<file path="config.mk">
export PLATFORM = sky130hd
export DESIGN_NAME = latency_stats_histogram
export DESIGN_NICKNAME = d
export VERILOG_FILES = /design/src/hw/rtl/lsh_pkg.sv /design/src/hw/rtl/lsh_arith_unit.sv /design/src/hw/rtl/latency_stats_histogram.sv
export VERILOG_INCLUDE_DIRS = /design/src /design/src/hw/rtl
export SDC_FILE = /design/constraint.sdc
export NUM_CORES = 2
export LEC_CHECK = 0
export BUFFER_PORTS_ARGS = -buffer_cell sky130_fd_sc_hd__buf_2
export CAP_MARGIN = 15
export CELL_PAD_IN_SITES_DETAIL_PLACEMENT = 1
export CELL_PAD_IN_SITES_GLOBAL_PLACEMENT = 1
export CORE_ASPECT_RATIO = 0.5
export CORE_UTILIZATION = 50
export CTS_CLUSTER_SIZE = 25
export DETAILED_ROUTE_END_ITERATION = 7
export GPL_TIMING_DRIVEN = 0
export PLACE_DENSITY_LB_ADDON = 0.05
export SLEW_MARGIN = 25
export SYNTH_ARGS = -nofsm -noshare
export SYNTH_HDL_FRONTEND = slang
export SYNTH_SLANG_ARGS = --single-unit
</file>
<file path="constraint.sdc">
create_clock -name clock -period 35.5 [get_ports clock]
set_input_delay 5.325 -clock clock [delete_from_list [all_inputs] [get_ports clock]]
set_output_delay 5.325 -clock clock [all_outputs]
set_load 0.005 [all_outputs]
</file>
<file path="src/hw/rtl/latency_stats_histogram_assert.svh">
// Assertion macros for the latency statistics histogram block.
// Included by the top level; no other dependencies.
`ifndef LATENCY_STATS_HISTOGRAM_ASSERT_SVH
`define LATENCY_STATS_HISTOGRAM_ASSERT_SVH

`ifndef SYNTH
`define LSH_ASSERT_SAME(label, clk, rst, ante, cons) \
   label: assert property (@(posedge clk) disable iff (rst) (ante) |-> (cons)) \
      else $error("Same-cycle check failed.");
`define LSH_ASSERT_NEXT(label, clk, rst, ante, cons) \
   label: assert property (@(posedge clk) disable iff (rst) (ante) |=> (cons)) \
      else $error("Next-cycle check failed.");
`else
`define LSH_ASSERT_SAME(label, clk, rst, ante, cons)
`define LSH_ASSERT_NEXT(label, clk, rst, ante, cons)
`endif

`endif

</file>
<file path="src/hw/rtl/lsh_pkg.sv">
// Shared types and constants for the latency statistics histogram.
// No dependencies; used by lsh_arith_unit and latency_stats_histogram.
`timescale 1ns / 1ps
`default_nettype none

package lsh_pkg;

   localparam int MAX_BUCKETS = 64;
   localparam int SAMPLE_BITS = 20;
   localparam int COUNT_BITS  = 24;
   localparam int SUM_BITS    = 44;
   localparam int SQ_BITS     = 64;
   localparam int VAR_BITS    = 40;
   localparam int IDX_BITS    = 6;
   localparam int ACT_BITS    = 2;
   localparam int WIDTH_BITS  = 16;
   localparam int BUCKETS_BITS = 7;
   localparam int STEP_BITS   = 7;
   localparam int REM_BITS    = COUNT_BITS + 2;

   localparam logic [WIDTH_BITS-1:0]   BUCKET_WIDTH_RESET = 16'd1000;
   localparam logic [BUCKETS_BITS-1:0] BUCKETS_RESET      = 7'd64;

   localparam logic [ACT_BITS-1:0] ACT_RECORD = 2'd0;
   localparam logic [ACT_BITS-1:0] ACT_READ   = 2'd1;
   localparam logic [ACT_BITS-1:0] ACT_CLEAR  = 2'd2;

   localparam logic REG_BUCKET_WIDTH   = 1'b0;
   localparam logic REG_BUCKETS_IN_USE = 1'b1;

   typedef struct packed {
      logic                       go;
      logic                       root;
      logic [SQ_BITS-1:0]         num;
      logic [COUNT_BITS-1:0]      den;
      logic [STEP_BITS-1:0]       steps;
   } unit_cmd_type;

   typedef struct packed {
      logic                       done;
      logic [VAR_BITS-1:0]        quo;
   } unit_sts_type;

endpackage

`default_nettype wire

</file>
<file path="src/hw/rtl/lsh_arith_unit.sv">
// Shared restoring divide and square-root unit, one result bit per cycle.
// Depends on lsh_pkg for the command and status structs.
`timescale 1ns / 1ps
`default_nettype none

module lsh_arith_unit (
   input  wire logic                 clock,
   input  wire logic                 reset,
   input  wire lsh_pkg::unit_cmd_type cmd,
   output lsh_pkg::unit_sts_type     sts
);

   localparam int RW = lsh_pkg::REM_BITS;

   logic [lsh_pkg::SQ_BITS-1:0]    num_ff;
   logic [RW-1:0]                  rem_ff;
   logic [lsh_pkg::VAR_BITS-1:0]   quo_ff;
   logic [lsh_pkg::COUNT_BITS-1:0] den_ff;
   logic [lsh_pkg::STEP_BITS-1:0]  cnt_ff;
   logic                           root_ff;
   logic                           run_ff;
   logic                           done_ff;

   logic [RW-1:0] rem_sh_in;
   logic [RW-1:0] trial_in;
   logic          fits_in;

   always_comb begin
      if (root_ff) begin
         rem_sh_in = {rem_ff[RW-3:0], num_ff[lsh_pkg::SQ_BITS-1 -: 2]};
         trial_in  = {quo_ff[RW-3:0], 2'b01};
      end else begin
         rem_sh_in = {rem_ff[RW-2:0], num_ff[lsh_pkg::SQ_BITS-1]};
         trial_in  = {2'b00, den_ff};
      end
      fits_in = rem_sh_in >= trial_in;
   end

   always_ff @(posedge clock) begin
      if (reset) begin
         run_ff  <= 1'b0;
         done_ff <= 1'b0;
         cnt_ff  <= '0;
      end else begin
         done_ff <= 1'b0;
         if (cmd.go) begin
            num_ff  <= cmd.num;
            rem_ff  <= '0;
            quo_ff  <= '0;
            den_ff  <= cmd.den;
            root_ff <= cmd.root;
            cnt_ff  <= cmd.steps;
            run_ff  <= 1'b1;
         end else if (run_ff) begin
            rem_ff <= fits_in ? rem_sh_in - trial_in : rem_sh_in;
            quo_ff <= {quo_ff[lsh_pkg::VAR_BITS-2:0], fits_in};
            num_ff <= root_ff ? {num_ff[lsh_pkg::SQ_BITS-3:0], 2'b00}
                              : {num_ff[lsh_pkg::SQ_BITS-2:0], 1'b0};
            cnt_ff <= cnt_ff - 1'b1;
            if (cnt_ff == lsh_pkg::STEP_BITS'(1)) begin
               run_ff  <= 1'b0;
               done_ff <= 1'b1;
            end
         end
      end
   end

   assign sts.done = done_ff;
   assign sts.quo  = quo_ff;

endmodule

`default_nettype wire

</file>
<file path="src/hw/rtl/latency_stats_histogram.sv">
// Top level of the latency statistics histogram: sequencer, statistics,
// bucket memory and APB-style register port. Uses lsh_pkg and lsh_arith_unit.
`timescale 1ns / 1ps
`default_nettype none
// An item is taken when start is high while busy is low. Its action is
// record a sample, read a bucket or clear everything. busy then stays high
// until the result is shown: rsp_valid is high for exactly one cycle with
// all statistics and one bucket count on the rsp_ ports. The receiver
// cannot stall; the result is simply presented once.
// A record runs the shared divide and root unit, which produces one result
// bit per cycle: the bucket divide (20 steps), the mean divide (44), the
// square-sum divide (64) and the square root (20); a read runs all but the
// bucket divide. A clear, or a read while no sample is counted, runs none.
// A new item may be started in the cycle the result strobe is high. The
// registers bucket_width (address 0) and buckets_in_use (address 4) are
// written through the APB-style port; the user must write them only while
// the block is idle, which the block itself does not enforce. Reset restores
// both registers and zeroes all statistics and every bucket counter at once.

`include "latency_stats_histogram_assert.svh"

module latency_stats_histogram #(
   parameter int MAX_BUCKETS = lsh_pkg::MAX_BUCKETS
) (
   input  wire logic                             clock,
   input  wire logic                             reset,
   input  wire logic                             start,
   output      logic                             busy,
   input  wire logic [lsh_pkg::ACT_BITS-1:0]     req_action,
   input  wire logic [lsh_pkg::SAMPLE_BITS-1:0]  req_sample_ns,
   input  wire logic [lsh_pkg::IDX_BITS-1:0]     req_bucket_index,
   output      logic                             rsp_valid,
   output      logic [lsh_pkg::COUNT_BITS-1:0]   rsp_sample_count,
   output      logic [lsh_pkg::SAMPLE_BITS-1:0]  rsp_min_ns,
   output      logic [lsh_pkg::SAMPLE_BITS-1:0]  rsp_max_ns,
   output      logic [lsh_pkg::SUM_BITS-1:0]     rsp_sum_ns,
   output      logic [lsh_pkg::SAMPLE_BITS-1:0]  rsp_mean_ns,
   output      logic [lsh_pkg::VAR_BITS-1:0]     rsp_variance_ns2,
   output      logic [lsh_pkg::SAMPLE_BITS-1:0]  rsp_stddev_ns,
   output      logic [lsh_pkg::COUNT_BITS-1:0]   rsp_bucket_value,
   output      logic [lsh_pkg::IDX_BITS-1:0]     rsp_bucket_used,
   output      logic                             rsp_stats_full,
   input  wire logic                             psel,
   input  wire logic                             penable,
   input  wire logic                             pwrite,
   input  wire logic [2:0]                       paddr,
   input  wire logic [31:0]                      pwdata,
   output      logic [31:0]                      prdata,
   output      logic                             pready
);

   localparam int IW = (MAX_BUCKETS > 1) ? $clog2(MAX_BUCKETS) : 1;
   localparam int NW = $clog2(MAX_BUCKETS + 1);
   localparam int SB = lsh_pkg::SAMPLE_BITS;
   localparam int CB = lsh_pkg::COUNT_BITS;
   localparam int PB = 2 * lsh_pkg::SAMPLE_BITS;

   typedef enum logic [3:0] {
      ST_IDLE,
      ST_SQUARE,
      ST_UPDATE,
      ST_BDIV,
      ST_BREAD,
      ST_BWRITE,
      ST_RREAD,
      ST_RDATA,
      ST_MEAN_GO,
      ST_MEAN,
      ST_MSQ,
      ST_MSQ_MUL,
      ST_VAR,
      ST_ROOT
   } state_type;

   state_type state_ff;

   logic [lsh_pkg::WIDTH_BITS-1:0]   width_ff;
   logic [lsh_pkg::BUCKETS_BITS-1:0] biu_ff;

   logic [CB-1:0]                count_ff;
   logic [lsh_pkg::SUM_BITS-1:0] sum_ff;
   logic [lsh_pkg::SQ_BITS-1:0]  sumsq_ff;
   logic [SB-1:0]                min_ff;
   logic [SB-1:0]                max_ff;
   logic [MAX_BUCKETS-1:0]       vld_ff;

   logic [SB-1:0]                smp_ff;
   logic [IW-1:0]                bidx_ff;
   logic                         range_ok_ff;
   logic [CB-1:0]                bval_ff;
   logic [lsh_pkg::IDX_BITS-1:0] used_ff;
   logic [SB-1:0]                mean_ff;
   logic [lsh_pkg::VAR_BITS-1:0] msq_ff;
   logic [PB-1:0]                prod_ff;

   logic                         rsp_valid_ff;
   logic [CB-1:0]                rsp_count_ff;
   logic [SB-1:0]                rsp_min_ff;
   logic [SB-1:0]                rsp_max_ff;
   logic [lsh_pkg::SUM_BITS-1:0] rsp_sum_ff;
   logic [SB-1:0]                rsp_mean_ff;
   logic [lsh_pkg::VAR_BITS-1:0] rsp_var_ff;
   logic [SB-1:0]                rsp_stddev_ff;
   logic [CB-1:0]                rsp_bval_ff;
   logic [lsh_pkg::IDX_BITS-1:0] rsp_used_ff;
   logic                         rsp_full_ff;

   lsh_pkg::unit_cmd_type cmd_ff;
   lsh_pkg::unit_sts_type u_sts;

   logic [CB-1:0] mem [MAX_BUCKETS];
   logic [CB-1:0] rd_data_ff;
   logic          rd_en;
   logic          wr_en;
   logic [CB-1:0] wr_data;

   logic [SB-1:0]                mul_a;
   logic [PB-1:0]                mul_out;
   logic                         full_c;
   logic [lsh_pkg::SUM_BITS:0]   sum_add;
   logic [lsh_pkg::SQ_BITS:0]    sq_add;
   logic [NW-1:0]                n_eff;
   logic [SB-1:0]                q_bkt;
   logic [NW-1:0]                bkt;
   logic [CB-1:0]                old_cnt;
   logic [lsh_pkg::VAR_BITS-1:0] var_c;
   logic [lsh_pkg::WIDTH_BITS-1:0] width_eff;
   logic                         csr_wr;

   lsh_arith_unit u_arith (
      .clock (clock),
      .reset (reset),
      .cmd   (cmd_ff),
      .sts   (u_sts)
   );

   always_comb begin
      mul_a     = (state_ff == ST_SQUARE) ? smp_ff : mean_ff;
      mul_out   = PB'(mul_a) * PB'(mul_a);
      full_c    = &count_ff;
      sum_add   = {1'b0, sum_ff} + (lsh_pkg::SUM_BITS + 1)'(smp_ff);
      sq_add    = {1'b0, sumsq_ff} + (lsh_pkg::SQ_BITS + 1)'(prod_ff);
      width_eff = (width_ff == '0) ? lsh_pkg::WIDTH_BITS'(1) : width_ff;
      if (biu_ff == '0) begin
         n_eff = NW'(1);
      end else if (32'(biu_ff) > 32'(MAX_BUCKETS)) begin
         n_eff = NW'(MAX_BUCKETS);
      end else begin
         n_eff = NW'(biu_ff);
      end
      q_bkt   = u_sts.quo[SB-1:0];
      bkt     = (32'(q_bkt) >= 32'(n_eff)) ? n_eff - NW'(1) : NW'(q_bkt);
      old_cnt = vld_ff[bidx_ff] ? rd_data_ff : '0;
      wr_data = (&old_cnt) ? old_cnt : old_cnt + 1'b1;
      var_c   = (msq_ff > prod_ff) ? msq_ff - prod_ff : '0;
      rd_en   = (state_ff == ST_BREAD) || ((state_ff == ST_RREAD) && range_ok_ff);
      wr_en   = (state_ff == ST_BWRITE);
   end

   always_ff @(posedge clock) begin
      if (rd_en) begin
         rd_data_ff <= mem[bidx_ff];
      end
      if (wr_en) begin
         mem[bidx_ff] <= wr_data;
      end
   end

   assign csr_wr = psel && penable && pwrite && pready;
   assign pready = 1'b1;

   always_comb begin
      unique case (paddr[2])
         lsh_pkg::REG_BUCKET_WIDTH:   prdata = 32'(width_ff);
         lsh_pkg::REG_BUCKETS_IN_USE: prdata = 32'(biu_ff);
         default:                     prdata = '0;
      endcase
   end

   always_ff @(posedge clock) begin
      if (reset) begin
         width_ff <= lsh_pkg::BUCKET_WIDTH_RESET;
         biu_ff   <= lsh_pkg::BUCKETS_RESET;
      end else if (csr_wr) begin
         unique case (paddr[2])
            lsh_pkg::REG_BUCKET_WIDTH:   width_ff <= pwdata[lsh_pkg::WIDTH_BITS-1:0];
            lsh_pkg::REG_BUCKETS_IN_USE: biu_ff <= pwdata[lsh_pkg::BUCKETS_BITS-1:0];
            default: ;
         endcase
      end
   end

   always_ff @(posedge clock) begin
      if (reset) begin
         state_ff     <= ST_IDLE;
         rsp_valid_ff <= 1'b0;
         cmd_ff       <= '0;
         count_ff     <= '0;
         sum_ff       <= '0;
         sumsq_ff     <= '0;
         min_ff       <= '0;
         max_ff       <= '0;
         vld_ff       <= '0;
      end else begin
         rsp_valid_ff <= 1'b0;
         cmd_ff.go    <= 1'b0;
         unique case (state_ff)
            ST_IDLE: begin
               if (start) begin
                  smp_ff      <= req_sample_ns;
                  bidx_ff     <= IW'(req_bucket_index);
                  range_ok_ff <= 32'(req_bucket_index) < 32'(MAX_BUCKETS);
                  used_ff     <= req_bucket_index;
                  priority case (req_action)
                     lsh_pkg::ACT_RECORD: begin
                        cmd_ff.go    <= 1'b1;
                        cmd_ff.root  <= 1'b0;
                        cmd_ff.num   <= {req_sample_ns, (lsh_pkg::SQ_BITS - SB)'(0)};
                        cmd_ff.den   <= CB'(width_eff);
                        cmd_ff.steps <= lsh_pkg::STEP_BITS'(SB);
                        state_ff     <= ST_SQUARE;
                     end
                     lsh_pkg::ACT_CLEAR: begin
                        count_ff <= '0;
                        sum_ff   <= '0;
                        sumsq_ff <= '0;
                        min_ff   <= '0;
                        max_ff   <= '0;
                        vld_ff   <= '0;
                        bval_ff  <= '0;
                        state_ff <= ST_MEAN_GO;
                     end
                     default: begin
                        state_ff <= ST_RREAD;
                     end
                  endcase
               end
            end
            ST_SQUARE: begin
               prod_ff  <= mul_out;
               state_ff <= ST_UPDATE;
            end
            ST_UPDATE: begin
               if (!full_c) begin
                  count_ff <= count_ff + 1'b1;
                  sum_ff   <= sum_add[lsh_pkg::SUM_BITS] ? '1
                                                         : sum_add[lsh_pkg::SUM_BITS-1:0];
                  sumsq_ff <= sq_add[lsh_pkg::SQ_BITS] ? '1 : sq_add[lsh_pkg::SQ_BITS-1:0];
                  if ((count_ff == '0) || (smp_ff < min_ff)) begin
                     min_ff <= smp_ff;
                  end
                  if (smp_ff > max_ff) begin
                     max_ff <= smp_ff;
                  end
               end
               state_ff <= ST_BDIV;
            end
            ST_BDIV: begin
               if (u_sts.done) begin
                  bidx_ff  <= IW'(bkt);
                  used_ff  <= lsh_pkg::IDX_BITS'(bkt);
                  state_ff <= ST_BREAD;
               end
            end
            ST_BREAD: begin
               state_ff <= ST_BWRITE;
            end
            ST_BWRITE: begin
               vld_ff[bidx_ff] <= 1'b1;
               bval_ff         <= wr_data;
               state_ff        <= ST_MEAN_GO;
            end
            ST_RREAD: begin
               state_ff <= ST_RDATA;
            end
            ST_RDATA: begin
               bval_ff  <= (range_ok_ff && vld_ff[bidx_ff]) ? rd_data_ff : '0;
               state_ff <= ST_MEAN_GO;
            end
            ST_MEAN_GO: begin
               if (count_ff == '0) begin
                  rsp_valid_ff  <= 1'b1;
                  rsp_count_ff  <= count_ff;
                  rsp_min_ff    <= min_ff;
                  rsp_max_ff    <= max_ff;
                  rsp_sum_ff    <= sum_ff;
                  rsp_mean_ff   <= '0;
                  rsp_var_ff    <= '0;
                  rsp_stddev_ff <= '0;
                  rsp_bval_ff   <= bval_ff;
                  rsp_used_ff   <= used_ff;
                  rsp_full_ff   <= full_c;
                  state_ff      <= ST_IDLE;
               end else begin
                  cmd_ff.go    <= 1'b1;
                  cmd_ff.root  <= 1'b0;
                  cmd_ff.num   <= {sum_ff, (lsh_pkg::SQ_BITS - lsh_pkg::SUM_BITS)'(0)};
                  cmd_ff.den   <= count_ff;
                  cmd_ff.steps <= lsh_pkg::STEP_BITS'(lsh_pkg::SUM_BITS);
                  state_ff     <= ST_MEAN;
               end
            end
            ST_MEAN: begin
               if (u_sts.done) begin
                  mean_ff      <= u_sts.quo[SB-1:0];
                  cmd_ff.go    <= 1'b1;
                  cmd_ff.root  <= 1'b0;
                  cmd_ff.num   <= sumsq_ff;
                  cmd_ff.den   <= count_ff;
                  cmd_ff.steps <= lsh_pkg::STEP_BITS'(lsh_pkg::SQ_BITS);
                  state_ff     <= ST_MSQ;
               end
            end
            ST_MSQ: begin
               if (u_sts.done) begin
                  msq_ff   <= u_sts.quo;
                  state_ff <= ST_MSQ_MUL;
               end
            end
            ST_MSQ_MUL: begin
               prod_ff  <= mul_out;
               state_ff <= ST_VAR;
            end
            ST_VAR: begin
               msq_ff       <= var_c;
               cmd_ff.go    <= 1'b1;
               cmd_ff.root  <= 1'b1;
               cmd_ff.num   <= {var_c, (lsh_pkg::SQ_BITS - lsh_pkg::VAR_BITS)'(0)};
               cmd_ff.den   <= '0;
               cmd_ff.steps <= lsh_pkg::STEP_BITS'(lsh_pkg::VAR_BITS / 2);
               state_ff     <= ST_ROOT;
            end
            ST_ROOT: begin
               if (u_sts.done) begin
                  rsp_valid_ff  <= 1'b1;
                  rsp_count_ff  <= count_ff;
                  rsp_min_ff    <= min_ff;
                  rsp_max_ff    <= max_ff;
                  rsp_sum_ff    <= sum_ff;
                  rsp_mean_ff   <= mean_ff;
                  rsp_var_ff    <= msq_ff;
                  rsp_stddev_ff <= u_sts.quo[SB-1:0];
                  rsp_bval_ff   <= bval_ff;
                  rsp_used_ff   <= used_ff;
                  rsp_full_ff   <= full_c;
                  state_ff      <= ST_IDLE;
               end
            end
            default: begin
               state_ff <= ST_IDLE;
            end
         endcase
      end
   end

   assign busy             = (state_ff != ST_IDLE);
   assign rsp_valid        = rsp_valid_ff;
   assign rsp_sample_count = rsp_count_ff;
   assign rsp_min_ns       = rsp_min_ff;
   assign rsp_max_ns       = rsp_max_ff;
   assign rsp_sum_ns       = rsp_sum_ff;
   assign rsp_mean_ns      = rsp_mean_ff;
   assign rsp_variance_ns2 = rsp_var_ff;
   assign rsp_stddev_ns    = rsp_stddev_ff;
   assign rsp_bucket_value = rsp_bval_ff;
   assign rsp_bucket_used  = rsp_used_ff;
   assign rsp_stats_full   = rsp_full_ff;

   `LSH_ASSERT_NEXT(a_accept_goes_busy, clock, reset, start && !busy, busy)
   `LSH_ASSERT_SAME(a_result_when_idle, clock, reset, rsp_valid, !busy)
   `LSH_ASSERT_NEXT(a_result_one_beat, clock, reset, rsp_valid, !rsp_valid)
   `LSH_ASSERT_SAME(a_unit_done_awaited, clock, reset, u_sts.done,
                    state_ff == ST_BDIV || state_ff == ST_MEAN ||
                    state_ff == ST_MSQ || state_ff == ST_ROOT)

endmodule

`default_nettype wire
</file>
==> summary.txt <==
Status
  • Status: finished, final reports clean

Setup path
  • Slowest CP cell: clkbuf_1
  • R2r worst-path depth: 28
  • Setup crit end kind: output port
  • Delay-heaviest family, CP: buffers and inverters
  • Buf/Inv on CP: 3
  • R2r endpoint: prod_ff[36]$_DFFE_PP_
  • Cell mode on critical path: clkbuf_1
  • Slowest cell delay on critical path: 650 ps
  • Reg-to-reg startpoint: state_ff[3]$_SDFFE_PP0P_
  • Worst setup SP type: input pin
  • Crit-path cells: clkbuf_1, clkbuf_1, mux2_2, buf_2
  • Critical path arrival: 6980 ps
  • Crit Path Max Fanout: 10
  • Critical path data required time: 30170 ps
  • Worst setup path category: in -> out
  • R2R Setup Slk: 24510 ps

Floorplanning
  • Row count: 122
  • Initial Utilization: 50.35%
  • Core ar.: 221300 sq um
  • I/O pins: 323
  • Chip Height: 335.8 microns
  • Die width: 669.7 microns
  • Die ar.: 224900 sq um

STA
  • Setup Skew: 102.0 ps
  • Worst-margin pin slew: 1289 ps
  • Final Max Tran Viols: 0
  • Unrepaired setup endpoints after global routing: no
  • Hold Vio Cnt, Final: 0
  • Fmax achieved: 0.08124 GHz
  • Worst relative slew slack: 13.66%
  • Crit share post-route: 34.67%
  • Min Clock Period, post-route: 12310 ps
  • Endpoints failing setup: 0
  • Setup TNS: 0 ps

Global routing
  • Initial antenna violation count: 44
  • Pin count of the biggest net entering global routing: 43
  • Vias in the first global route: 82315
  • Tot GR Track Use: 41.54%
  • First-pass GRT wire length: 647.6 mm
  • Gr ovfl total: 0

Routing
  • Post-route ant nets: 0
  • Wirelength per Cell: 38.40 microns
  • Vias/cell: 6.744
  • DR iter-0 viols: 12561
  • First-pass iteration count of the detailed router: 7
  • Via count: 83701
  • # DRC: 0
  • Final wirelength: 476.6 mm

Synth
  • Yosys cell types: 106
  • Synth top cells by count: edfxtp_1, nand2_1, a22oi_1
  • Yosys reg bits: 2449
  • Ranking of synthesized cells by area: edfxtp_1, dfxtp_1, fa_1, a22oi_1, ha_1
  • Synth async-reset ratio: 0%
  • Cell area after synthesis: 111400 sq um
  • Cells after Synth: 8488
  • Seq/Total Area, Yosys: 62.69%
  • Share of the synthesized area in the top cell type: 56.10%
  • Leading area contributor after synthesis: edfxtp_1
  • Cell with the most instances after synthesis: edfxtp_1
  • Synth warn: 0
  • Syn_area_per_cell: 13.13 sq um
  • Main synth FF type: edfxtp_1
  • Number of flops mapped to enable cells by yosys: 2082

Placed design
  • DP HPWL: 349.0 mm
  • I/O Buffers: 286
  • RD Place Congestion: 1.004

CTS
  • Post-CTS Setup Inserts: 0
  • CTS Buf Count: 215
  • CTS resizes: 0
  • CTS tree: done
  • Clock Pin Slew Worst Setup and Hold Paths: 60 ps
  • Hold_buf cts: 0
  • H-tree lvl count: 4
  • Root Buffer: clkbuf_16
  • Clock Latency Late Sink: 940 ps
  • Num Clock Sinks: 2449
  • Clk buf depth: 4

Run
  • Max cap viols: 0

Worst hold path
  • Hold Startpoint: bval_ff[20]$_DFFE_PP_
  • Hold WC Path Type: reg -> reg
  • Worst Hold End: rsp_bucket_value[20]$_DFFE_PP_
  • Hold depth: 0

Finish
  • Layout area overhead: 16.34%
  • Nets: 9904
  • Fillers: 21711
  • Share of cells above drive strength 1: 13.48%
registers in the layout, summed over array words and instances, names as in the netlist, 24 cells and up:
name and flops:
mem 1536, cmd_ff 94, sumsq_ff 64, u_arith.num_ff 64
vld_ff 64, rsp_sum_ns 44, sum_ff 44, msq_ff 40
rsp_variance_ns2 40, u_arith.quo_ff 40, prod_ff 39, u_arith.rem_ff 25
bval_ff 24, count_ff 24, rd_data_ff 24, rsp_bucket_value 24
rsp_sample_count 24, u_arith.den_ff 24
logic make-up (layout without fill, tap and decap cells):
logic type               after synthesis  count (layout)  synth area share [%]
flip-flops                          2449            2449                 62.69
AO/OA/AOI/OAI                       2108            2108                 13.16
AND/OR/NAND/NOR                     1941            1941                 8.319
buffers and inverters                966            1861                 3.402
adder cells (fa/ha/maj)              608             608                 8.708
XOR/XNOR                             220             220                 1.729
multiplexers                         194             194                 1.978
other                                  2              54              0.006739
final cells by class:
class	count	area (sq um)	share of cell area, %
well taps	2976	3724	2.872
clock buffers	280	5808	4.480
diodes	37	92.59	0.07141
repair buffers	509	6415	4.948
plain buffers	496	2222	1.714
inverters	470	1764	1.361
multi-input cells	5088	38730	29.87
flip-flops and latches	2449	69870	53.89
clock inverters	106	1033	0.7971
cell usage in the layout (no fill, tap or decap), types with 160 or more instances in the layout:
cell | Yosys | layout
dfxtp_1 | 367 | 367
fa_1 | 280 | 280
a31oi_1 | 165 | 160
clkbuf_1 | 373 | 307
inv_1 | 462 | 462
edfxtp_1 | 2082 | 2082
o21ai_0 | 208 | 208
a22oi_1 | 568 | 568
clkbuf_16 | 0 | 218
nand2_1 | 594 | 594
ha_1 | 326 | 326
nor2_1 | 517 | 432
nand3_1 | 169 | 169
a21oi_1 | 463 | 456
buf_2 | 29 | 366
stage by stage:
stage / std cells / area, sq um / setup slack (ps) / hold slack [ps] / util (%)
after detailed placement: 11982 / 122600 / 23180 / 405.2 / 55.39
final: 12411 / 129700 / 23190 / 358.6 / 58.58
after global placement: 11765 / 116700 / 11530 / 403.6 / 52.70
after global routing: 12381 / 129600 / 23110 / 380.6 / 58.54
after CTS: 12368 / 129400 / 23170 / 371.4 / 58.48
after floorplan: 8503 / 111500 / 17980 / 400.3 / -
how the worst max path moves through the flow:
stage                   from                            to  slack (ps)  depth (start not counted)
floorplan              reset  rsp_bucket_used[0]$_DFFE_PP_       17980                          5
global placement       reset       rsp_sum_ns[0]$_DFFE_PP_       11530                          6
detailed placement  paddr[2]                     prdata[6]       23180                          4
CTS                 paddr[2]                     prdata[6]       23170                          4
global route        paddr[2]                     prdata[6]       23110                          4
finish              paddr[2]                     prdata[6]       23190                          4
worst reg2reg max path, delay by kind of cell (launching register included):
family	cells	cell delay (ps)
simple gates	5	1700
buf+inv	9	2310
fa+ha+maj	8	3990
compound gates	5	1860
mux	1	510
flops	1	290
per-layer routing:
| metal | wire, microns | track usage (%) | vias up | part of all wire, % |
|---|---|---|---|---|
| li1 | - | - | 33627 | - |
| met1 | 168800 | 50.89 | 42401 | 35 |
| met2 | 208800 | 63.38 | 6014 | 44 |
| met3 | 58180 | 13.01 | 1637 | 12 |
| met4 | 40710 | 28.49 | 22 | 8.5 |
| met5 | 178 | 0.6875 | - | 0.037 |
Power is not shown: default switching activity piles up to over one toggle a cycle in this logic, so the estimate is an artifact.
